$ cat config.mk
export PLATFORM = sky130hd
export DESIGN_NAME = lcal_ctrl
export DESIGN_NICKNAME = d
export VERILOG_FILES = /design/src/hw/rtl/lcal_pkg.sv /design/src/hw/rtl/lcal_ctrl.sv
export SDC_FILE = /design/constraint.sdc
export NUM_CORES = 1
export LEC_CHECK = 0
export BUFFER_PORTS_ARGS = -buffer_cell sky130_fd_sc_hd__buf_4
export CAP_MARGIN = 30
export CORE_AREA = 2 2 39 41
export DETAILED_ROUTE_END_ITERATION = 7
export DIE_AREA = 0 0 41 43
export HOLD_SLACK_MARGIN = 0.1
export PLACE_DENSITY = 0.64
export SLEW_MARGIN = 20
export SYNTH_ARGS = -nofsm -noshare
export SYNTH_HDL_FRONTEND = slang
export SYNTH_SLANG_ARGS = --single-unit
$ cat constraint.sdc
create_clock -name clk -period 1.8 [get_ports clk]
set_input_delay 0.36 -clock clk [delete_from_list [all_inputs] [get_ports clk]]
set_output_delay 0.36 -clock clk [all_outputs]
set_load 0.02 [all_outputs]
$ cat src/hw/rtl/lcal_pkg.sv
// ----------------------------------------------------------------------------
// lcal_pkg
// Shared widths, function codes, datapath commands and status for the
// binary-lifting lowest-common-ancestor engine.
// ----------------------------------------------------------------------------
package lcal_pkg;

  localparam int NODE_W  = 10;
  localparam int DEPTH_W = 10;
  localparam int FUNC_W  = 2;

  typedef enum logic [FUNC_W-1:0] {
    FUNC_LOAD  = 2'd0,
    FUNC_BUILD = 2'd1,
    FUNC_QUERY = 2'd2,
    FUNC_NOP   = 2'd3
  } func_t;

  typedef enum logic [3:0] {
    OP_IDLE,
    OP_CAPTURE,
    OP_LOAD_WR,
    OP_BLD_RD1,
    OP_BLD_RD2,
    OP_BLD_WR,
    OP_Q_RDDEP,
    OP_Q_ORDER,
    OP_Q_LIFT_CHK,
    OP_Q_LIFT_TAKE,
    OP_Q_LIFT_DEP,
    OP_Q_UP_RD,
    OP_Q_UP_TAKE,
    OP_Q_FIN_RD,
    OP_Q_FIN_TAKE,
    OP_HOLD
  } dp_op_t;

  typedef struct packed {
    logic lift_go;
    logic k_zero;
    logic k_last;
    logic j_last;
    logic nodes_eq;
    logic bld_empty;
  } dp_stat_t;

endpackage

$ cat src/hw/rtl/lcal_ctrl.sv
// ----------------------------------------------------------------------------
// lcal_ctrl
// Controller: sequences load, build and query words over the datapath and
// owns the result valid flag.
// ----------------------------------------------------------------------------
module lcal_ctrl (
  input  logic               clk,
  input  logic               rst_n,
  input  logic               in_valid,
  input  lcal_pkg::func_t    in_func,
  output logic               in_ready,
  output logic               out_valid,
  input  logic               out_ready,
  output lcal_pkg::dp_op_t   dp_op,
  input  lcal_pkg::dp_stat_t dp_stat
);
  import lcal_pkg::*;

  typedef enum logic [3:0] {
    S_IDLE,
    S_LOAD,
    S_B_RD1,
    S_B_RD2,
    S_B_WR,
    S_Q_RDDEP,
    S_Q_ORDER,
    S_Q_CHK,
    S_Q_TAKE,
    S_Q_DEP,
    S_Q_UP_RD,
    S_Q_UP_TAKE,
    S_Q_FIN_RD,
    S_Q_FIN
  } state_t;

  state_t state_r, state_nxt;
  logic   out_valid_r, out_valid_nxt;
  logic   slot_free;
  state_t lift_exit;

  assign slot_free = !out_valid_r || out_ready;
  assign lift_exit = dp_stat.nodes_eq ? S_Q_FIN_RD : S_Q_UP_RD;

  always_comb begin
    state_nxt     = state_r;
    dp_op         = OP_IDLE;
    out_valid_nxt = out_valid_r && !out_ready;
    case (state_r)
      S_IDLE: begin
        if (in_valid) begin
          dp_op = OP_CAPTURE;
          case (in_func)
            FUNC_LOAD:  state_nxt = S_LOAD;
            FUNC_BUILD: state_nxt = dp_stat.bld_empty ? S_IDLE : S_B_RD1;
            FUNC_QUERY: state_nxt = S_Q_RDDEP;
            default:    state_nxt = S_IDLE;
          endcase
        end
      end
      S_LOAD: begin
        dp_op     = OP_LOAD_WR;
        state_nxt = S_IDLE;
      end
      S_B_RD1: begin
        dp_op     = OP_BLD_RD1;
        state_nxt = S_B_RD2;
      end
      S_B_RD2: begin
        dp_op     = OP_BLD_RD2;
        state_nxt = S_B_WR;
      end
      S_B_WR: begin
        dp_op     = OP_BLD_WR;
        state_nxt = (dp_stat.j_last && dp_stat.k_last) ? S_IDLE : S_B_RD1;
      end
      S_Q_RDDEP: begin
        dp_op     = OP_Q_RDDEP;
        state_nxt = S_Q_ORDER;
      end
      S_Q_ORDER: begin
        dp_op     = OP_Q_ORDER;
        state_nxt = S_Q_CHK;
      end
      S_Q_CHK: begin
        dp_op = OP_Q_LIFT_CHK;
        if (dp_stat.lift_go) begin
          state_nxt = S_Q_TAKE;
        end else if (dp_stat.k_zero) begin
          state_nxt = lift_exit;
        end
      end
      S_Q_TAKE: begin
        dp_op     = OP_Q_LIFT_TAKE;
        state_nxt = S_Q_DEP;
      end
      S_Q_DEP: begin
        dp_op     = OP_Q_LIFT_DEP;
        state_nxt = dp_stat.k_zero ? lift_exit : S_Q_CHK;
      end
      S_Q_UP_RD: begin
        dp_op     = OP_Q_UP_RD;
        state_nxt = S_Q_UP_TAKE;
      end
      S_Q_UP_TAKE: begin
        dp_op     = OP_Q_UP_TAKE;
        state_nxt = dp_stat.k_zero ? S_Q_FIN_RD : S_Q_UP_RD;
      end
      S_Q_FIN_RD: begin
        dp_op     = OP_Q_FIN_RD;
        state_nxt = S_Q_FIN;
      end
      S_Q_FIN: begin
        if (slot_free) begin
          dp_op         = OP_Q_FIN_TAKE;
          out_valid_nxt = 1'b1;
          state_nxt     = S_IDLE;
        end else begin
          dp_op = OP_Q_FIN_RD;
        end
      end
      default: begin
        state_nxt = S_IDLE;
      end
    endcase
  end

  always_ff @(posedge clk) begin
    if (!rst_n) begin
      state_r     <= S_IDLE;
      out_valid_r <= 1'b0;
    end else begin
      state_r     <= state_nxt;
      out_valid_r <= out_valid_nxt;
    end
  end

  assign in_ready  = (state_r == S_IDLE);
  assign out_valid = out_valid_r;

endmodule

==> results of run 1 <==
==> routing by layer <==
layer	vias to the layer above	GRT usage	share of wire
met1	248	0.252	0.48
met5	-	0	0
met4	0	0.0800	0.0076
met2	13	0.272	0.47
li1	309	-	-
met3	2	0.0157	0.043
==> area by class of cell <==
cell class	count	share of cell area
sequential	5	0.148
clock buffer	4	0.0383
multi-input combinational	60	0.550
inverter	1	0.00546
timing repair buffer	21	0.230
tap	16	0.0291
==> state kept, by name, indices dropped and copies added (netlist names) <==
name,flops
out_valid,1
state_r,4
==> cell usage in the layout, fill, tap and decap left out <==
cell type  netlist  layout
o21ai_0          9       9
a21o_1           1       1
clkbuf_1         2       1
a32oi_1          1       1
a31oi_1          4       4
dfxtp_1          5       4
a22oi_1          1       1
clkbuf_4         0       3
nand2b_1         5       5
nor3_1           2       2
nor2_1           5       5
o211ai_1         1       1
a21boi_0         2       2
o32a_4           1       1
o31ai_1          2       2
o2bb2ai_1        2       2
or2_2            1       1
inv_1            1       1
o211a_1          1       1
dfxtp_2          0       1
nand2_1          7       7
nand4_1          1       1
a21oi_1          2       2
nor4_2           1       1
or2_1            1       1
nand3_1          2       2
nor2b_1          4       4
nand4b_1         1       1
buf_4            0      21
a221o_1          1       1
nor3b_1          1       1
a211oi_1         1       1
==> critical path, stage by stage (launching register included) <==
cell	delay, ps
dfxtp_1	300
or2_1	310
o31ai_1	240
o21ai_0	120
buf_4	170
==> final timing paths <==
path	end	slack [ps]	cells after the start
worst max-delay path	dp_op[0]	60	4
worst min-delay path	state_r[1]$_SDFFE_PN0P_	380	3
worst max register to register	state_r[3]$_SDFFE_PN0P_	330	4
worst min register to register	out_valid$_SDFF_PN0_	570	2
==> through the flow <==
step	total power, mW	instances
after global routing	0.384	107
after global placement	0.232	103
final	0.359	107
after detailed placement	0.232	103
after floorplan	0.184	72
after CTS	0.362	107
==> report_power, final <==
group          leakage, nW  switching [mW]  internal [mW]
logic                0.209          0.0531         0.0574
registers           0.0410         0.00528          0.114
clock network       0.0150          0.0451         0.0837
total                0.265           0.103          0.256
==> cells by family (layout without fill, tap and decap cells) <==
group,Yosys count,after routing,share of synthesized area
DFF,5,5,0.195
AOI/OAI and AO/OA,29,29,0.406
buffers and inverters,7,26,0.0706
and+or+nand+nor,31,31,0.329
==> results.md, run 1 <==
- Status: complete, no violations
- Sequential share of the synthesized area: 0.195
- Die Footprint: 1760 um2
- Avg Inst Size Synth: 7.14 um2
- Total vias in the final route: 572
- Yosys top cell area share: 0.195
- Ys Warns: 0
- IO buf count: 17
- Dpl cell area: 659 um2
- Ant diodes: 0
- RSZ-0062 raised after global routing: no
- Remaining DRCs: 0
- Grt total ovfl: 0
- Setup crit end kind: output port
- Chip width: 41 um
- Total setup buffers inserted after CTS: 0
- Clock Skews: 5.38 ps
- Initial Utilization: 0.372
- Final worst path period share: 0.965
- Worst Path Max Fanout: 6
- Cell taking the most area after synthesis: dfxtp_1
- Root Driver: clkbuf_4
- Max-cap viol count: 0
- Final net count: 104
- Setup Viol. Count Final: 0
- Top cells by count, synth: 9 x o21ai_0, 7 x nand2_1, 5 x dfxtp_1, 5 x nand2b_1, 5 x nor2_1
- DR vias/cell: 5.35
- VDD IR-drop max: 0.000253 V
- FF/Latch Area: 101 um2
- CP startpoint: state_r[1]$_SDFFE_PN0P_
- Final ANT Viol Nets: 0
- FF+latch count, synth: 5
- Setup TNS: 0 ps
- Area growth, synth to finish: 33.6%
- Area occupied by multi-input gates: 378 um2
- # H-tree levels: 1
- Leakage: 0.265 nW
- Cell Pwr Density: 523 nW/um2
- GRT Total Usage: 0.181
- Slew Viols, Final: 0
- Initial antenna violation count: 0
- Synth cell types: 32
- WS Path Type: reg2out
- Post-DP HPWL: 1000 um
- Arrival @ worst endpoint: 1380 ps
- Synth Cell Area: 514 um2
- FF-to-FF Start: state_r[1]$_SDFFE_PN0P_
- Tmin final: 1740 ps
- Top cells by area, synth: dfxtp_1 19%, o21ai_0 8.8%, nand2b_1 6.1%, nand2_1 5.1%, a31oi_1 4.9%
- Global placement routability congestion: 0.865
- Max-slew headroom at the worst pin: 0.720
- Io pins: 18
- Vias in the first global route: 511
- Filler cells: 151
- Slew @ Worst Pin: 417 ps
- CP Launch Type: register
- First-pass GRT wire length: 2230 um
- Top FF cell, synth: dfxtp_1
- Initial DRC Count: 6
- PostCTS Resize Cnt: 1
- Clk sinks: 5
- Final Util: 0.496
- CTS tree: built
- Hold crit path type: in2reg
- Post-synth ARST share: 0
- Final Hold Fails: 0
- Core area: 1380 um2
- Ratio of cells with drive above 1 in the final layout: 0.308
- CTS clk-pin slew, worst paths: 40 ps
- Min-delay src: rst_n
- Largest net degree at the start of global routing: 20
- Post-DR wirelength/cell: 12.3 um
- Critical path required time: 1440 ps
- Hold slack: 381 ps
- Setup WS pre-CTS: 156 ps
- Final worst slack: 62.3 ps
- Most common cell in the synthesized netlist: o21ai_0
- Post-Syn Nets: 84
- Post-Synthesis Cells: 72
- Max Root-Sink Buffers: 2
- Max Clk Rate: 0.575 GHz
- WL final: 1320 um
- # rows: 14
- Chip height: 43 um
- Finished Cell Area: 687 um2
- Clk_lat worst skew: 240 ps
- Number of synthesized flops with an enable pin: 0
- Hold buffers post-CTS: 0
- CTS buffer count: 3
- Drt first pass iters: 4
No activity file was read; power rests on OpenSTA's default activity.
==> inputs of run 2 (changes only) <==
==> constraint.sdc (replaced) <==
create_clock -name clk -period 1.8 [get_ports clk]
set_input_delay 0.36 -clock clk [delete_from_list [all_inputs] [get_ports clk]]
set_output_delay 0.36 -clock clk [all_outputs]
set_load 0.05 [all_outputs]
==> run 2 against run 1 <==
  * Maximum frequency grew 1.9%
  * Design area increased by 2.7%
  * Clock skew decreased by 1.6 ps
  * Critical path type unchanged
  * Critical endpoint is now in_ready
  * Largest power group unchanged
==> results.md, run 2 (same netlist as run 1, synthesis figures left out) <==
- Max-slew headroom at the worst pin: 0.717
- Hold buffers post-CTS: 0
- Core area: 1380 um2
- Remaining DRCs: 0
- CTS clk-pin slew, worst paths: 40 ps
- Slew Viols, Final: 0
- Filler cells: 143
- Max Clk Rate: 0.587 GHz
- Biggest register: state_r
- Total setup buffers inserted after CTS: 0
- CTS buffer count: 3
- Post-DR wirelength/cell: 12.5 um
- Initial antenna violation count: 0
- Initial Utilization: 0.372
- Setup Viol. Count Final: 0
- Clock Skews: 3.74 ps
- Final worst slack: 95.3 ps
- Worst Path Max Fanout: 11
- First-pass GRT wire length: 2070 um
- Final Hold Fails: 0
- # rows: 14
- Cell Pwr Density: 536 nW/um2
- Clk_lat worst skew: 240 ps
- Drt first pass iters: 4
- Total vias in the final route: 600
- IO buf count: 17
- Area occupied by multi-input gates: 394 um2
- Final ANT Viol Nets: 0
- Setup WS pre-CTS: 177 ps
- Vias in the first global route: 494
- Io pins: 18
- Max-cap viol count: 0
- Post-DP HPWL: 1010 um
- FF-to-FF Start: state_r[2]$_SDFFE_PN0P_
- Sink of the worst hold path: state_r[1]$_SDFFE_PN0P_
- Die Footprint: 1760 um2
- Register-to-Register Setup Slack: 310 ps
- Hold crit path type: in2reg
- Final worst path period share: 0.947
- Most frequent cells in the layout: 19 x buf_4, 7 x nand2_1, 5 x nand2b_1, 5 x o21ai_0, 5 x nor2_1
- FF/Latch Area: 108 um2
- Finished Cell Area: 706 um2
- DR vias/cell: 5.66
- Max Root-Sink Buffers: 2
- Largest net degree at the start of global routing: 17
- Grt total ovfl: 0
- Area growth, synth to finish: 37.2%
- WL final: 1320 um
- Final net count: 103
- Initial DRC Count: 12
- Arrival @ worst endpoint: 1340 ps
- WS Path Type: reg2out
- R2r endpoint: state_r[3]$_SDFFE_PN0P_
- Setup TNS: 0 ps
- Critical path required time: 1440 ps
- Dpl cell area: 661 um2
- Global placement routability congestion: 0.808
- RSZ-0062 raised after global routing: no
- CP Launch Type: register
- Placed Instances: 102
- Worst reg-to-reg path cell count: 4
- Power Total: 0.378 mW
- Fin cells: 106
- CTS tree: built
- Hold path depth: 3
- Max reg flops: 4
- Ant diodes: 0
- Chip width: 41 um
- Leakage: 0.268 nW
- Setup crit end kind: output port
- Root Driver: clkbuf_4
- Slew @ Worst Pin: 421 ps
- Min-delay src: rst_n
- # H-tree levels: 1
- VDD IR-drop max: 0.000395 V
- Status: complete, no violations
- Tmin final: 1700 ps
- Chip height: 43 um
- Ratio of cells with drive above 1 in the final layout: 0.378
- GRT Total Usage: 0.170
- Commonest non-fill, non-tap cell in the layout: buf_4
- Clk sinks: 5
## run 2: cell types whose count changed in the layout (fill, tap and decap cells not counted), sizes merged
| cell | before | now |
|---|---|---|
| buf | 21 | 20 |
## run 2: layout make-up
type                       count  area share
sequential                     5       0.152
inverter                       1     0.00532
multi-input combinational     60       0.559
clock buffer                   4      0.0372
tap                           16      0.0284
timing repair buffer          20       0.218
## run 2: what timing repair did
action	4_1_cts	5_1_grt
gates resized for setup	2	6
setup endpoints to repair	2	5
hold endpoints to repair	0	0
## run 2: worst max-delay path by stage
| stage | from | slack [ps] | cells past startpoint | end |
|---|---|---|---|---|
| 3_5_place_dp | state_r[2]$_SDFFE_PN0P_ | 180 | 4 | dp_op[0] |
| 5_1_grt | state_r[2]$_SDFFE_PN0P_ | 10 | 4 | dp_op[0] |
| 4_1_cts | state_r[0]$_SDFFE_PN0P_ | 9 | 3 | dp_op[0] |
| 2_1_floorplan | state_r[0]$_SDFFE_PN0P_ | -90 | 3 | dp_op[1] |
| 3_3_place_gp | state_r[2]$_SDFFE_PN0P_ | 150 | 4 | dp_op[0] |
| 6_report | state_r[2]$_SDFFE_PN0P_ | 100 | 3 | in_ready |
## run 2: per-stage QoR
| step | utilization | hold slack, ps |
|---|---|---|
| after floorplan | - | 476 |
| after global placement | 0.477 | 569 |
| after detailed placement | 0.477 | 582 |
| after CTS | 0.499 | 378 |
| after global routing | 0.510 | 371 |
| final | 0.510 | 384 |
## run 2: metal layers
layer | GRT usage | share of wire | vias up
met4 | 0 | 0 | 0
met5 | 0 | 0 | -
met1 | 0.238 | 0.49 | 274
met2 | 0.250 | 0.45 | 19
met3 | 0.0785 | 0.052 | 0
li1 | - | - | 307
## run 2: power by group
| part | total (mW) | switching (mW) | internal [mW] |
|---|---|---|---|
| logic | 0.125 | 0.0680 | 0.0569 |
| registers | 0.124 | 0.0103 | 0.114 |
| clock network | 0.129 | 0.0454 | 0.0838 |
## run 2: worst max-delay path, stage by stage, from the launching register on
cell and delay, ps:
dfxtp_4 380, or2_4 270, nor3_2 200, buf_4 250
==> inputs of run 3 (changes only) <==
--- a/config.mk
+++ b/config.mk
@@ -8,11 +8,14 @@
 export BUFFER_PORTS_ARGS = -buffer_cell sky130_fd_sc_hd__buf_4
 export CAP_MARGIN = 30
 export CORE_AREA = 2 2 39 41
+export CTS_CLUSTER_DIAMETER = 150
 export DETAILED_ROUTE_END_ITERATION = 7
 export DIE_AREA = 0 0 41 43
 export HOLD_SLACK_MARGIN = 0.1
 export PLACE_DENSITY = 0.64
+export RECOVER_POWER = 100
 export SLEW_MARGIN = 20
 export SYNTH_ARGS = -nofsm -noshare
 export SYNTH_HDL_FRONTEND = slang
 export SYNTH_SLANG_ARGS = --single-unit
+export TNS_END_PERCENT = 50
==> run 3 against run 2 <==
  * Worst setup slack got worse by 13 ps
  * Wire length rose by 7.9%
  * Clock power rose by 5%
  * Via count rose by 2.0%
==> results.md, run 3 (same netlist as run 1, synthesis figures left out) <==
- Ratio of cells with drive above 1 in the final layout: 0.348
- First-pass GRT wire length: 2440 um
- RSZ-0062 raised after global routing: no
- Initial DRC Count: 18
- Clk_lat worst skew: 250 ps
- Hold buffers post-CTS: 0
- Fin cells: 105
- GRT Total Usage: 0.202
- Placed Instances: 101
- Biggest register: state_r
- Max Clk Rate: 0.582 GHz
- CP Launch Type: register
- Final ANT Viol Nets: 0
- Register-to-Register Setup Slack: 300 ps
- IO buf count: 17
- Most frequent cells in the layout: 17 x buf_4, 8 x o21ai_0, 7 x nand2_1, 5 x nand2b_1, 5 x nor2_1
- Power Total: 0.385 mW
- Clk sinks: 5
- Worst Path Max Fanout: 10
- Reg power frac: 0.327
- Slew @ Worst Pin: 589 ps
- Hold path depth: 3
- Finished Cell Area: 688 um2
- Die Footprint: 1760 um2
- Post-DR wirelength/cell: 13.6 um
- Setup crit end kind: output port
- DR vias/cell: 5.83
- Core area: 1380 um2
- Commonest non-fill, non-tap cell in the layout: buf_4
- Final Hold Fails: 0
- Final Util: 0.497
- Clock power share: 0.352
- Worst reg-to-reg path cell count: 4
- Switch Pwr: 0.130 mW
- Total vias in the final route: 612
- Final worst path period share: 0.955
- WS Path Type: reg2out
- CTS buffer count: 3
- Drt first pass iters: 4
- # H-tree levels: 1
- Grt total ovfl: 0
- FF-to-FF Start: state_r[1]$_SDFFE_PN0P_
- Vias in the first global route: 578
- R2r endpoint: state_r[3]$_SDFFE_PN0P_
- Post-DP HPWL: 1050 um
- Slew Viols, Final: 0
- Io pins: 18
- Dpl cell area: 649 um2
- Critical path required time: 1440 ps
- Ant diodes: 0
- Arrival @ worst endpoint: 1360 ps
- Chip height: 43 um
- Gate power share: 0.321
- Hold crit path type: in2reg
- Max reg flops: 4
- Status: complete, no violations
- Internal: 0.256 mW
- CTS clk-pin slew, worst paths: 50 ps
- Min-delay src: rst_n
- Switching Share: 0.337
- Clock Skews: 2.34 ps
- Sink of the worst hold path: state_r[1]$_SDFFE_PN0P_
- Largest net degree at the start of global routing: 17
- Final net count: 102
- Initial antenna violation count: 0
- Cell Pwr Density: 560 nW/um2
- Max-cap viol count: 0
- Max-slew headroom at the worst pin: 0.609
- Remaining DRCs: 0
- Leakage: 0.256 nW
- Max Root-Sink Buffers: 2
- WL final: 1430 um
- Chip width: 41 um
- Area growth, synth to finish: 33.8%
- Setup Viol. Count Final: 0
- Setup TNS: 0 ps
- Tmin final: 1720 ps
- Filler cells: 131
- Initial Utilization: 0.372
- # rows: 14
- VDD IR-drop max: 0.000301 V
- CTS tree: built
- Root Driver: clkbuf_4
- Global placement routability congestion: 0.902
## run 3: how the worst max path moves through the flow
stage	from	end	slack [ps]
CTS	state_r[2]$_SDFFE_PN0P_	dp_op[0]	6
finish	state_r[1]$_SDFFE_PN0P_	in_ready	80
floorplan	state_r[0]$_SDFFE_PN0P_	dp_op[2]	-410
global route	state_r[1]$_SDFFE_PN0P_	dp_op[0]	10
global placement	state_r[0]$_SDFFE_PN0P_	state_r[3]$_SDFFE_PN0P_	210
detailed placement	state_r[0]$_SDFFE_PN0P_	state_r[3]$_SDFFE_PN0P_	200
## run 3: power by group through the flow
stage               sequential (mW)  combinational [mW]  clock, mW
finish                        0.126               0.124      0.136
detailed placement            0.127               0.118          0
CTS                           0.125               0.120      0.139
global placement              0.126               0.118          0
floorplan                     0.119              0.0851          0
global route                  0.127               0.134      0.148
## run 3: routing by layer
layer	global-route usage	wire, um	up-vias
met1	0.267	633	282
met4	0.107	11	0
li1	-	-	303
met3	0.0628	95	2
met5	0	0	-
met2	0.281	687	25
## run 3: final cells by class
type | count | area [um2] | share of cell area
Inverter | 1 | 3.75 | 0.00545
Clock buffer | 4 | 26.3 | 0.0382
Sequential cell | 5 | 105 | 0.153
Multi-Input combinational cell | 60 | 390 | 0.567
Tap cell | 16 | 20.0 | 0.0291
Timing Repair Buffer | 19 | 143 | 0.207
## run 3: what timing repair did
| item | 4_1_cts | 5_1_grt |
|---|---|---|
| buffers inserted | 0 | 0 |
| endpoints found under the setup margin | 5 | 4 |
| resized for setup | 4 | 3 |
## run 3: worst max-delay path, cell delays in order, from the launching register on
cell     delay (ps)
dfxtp_2         370
or2_4           300
nor3_2          190
buf_4           250
## run 3: metrics by stage
| step | hold slack (ps) | worst slack, ps |
|---|---|---|
| 3_5_place_dp | 582 | 198 |
| 6_report | 370 | 81.9 |
| 5_1_grt | 373 | 14.9 |
| 2_1_floorplan | 476 | -410 |
| 4_1_cts | 366 | 6.05 |
| 3_3_place_gp | 555 | 211 |
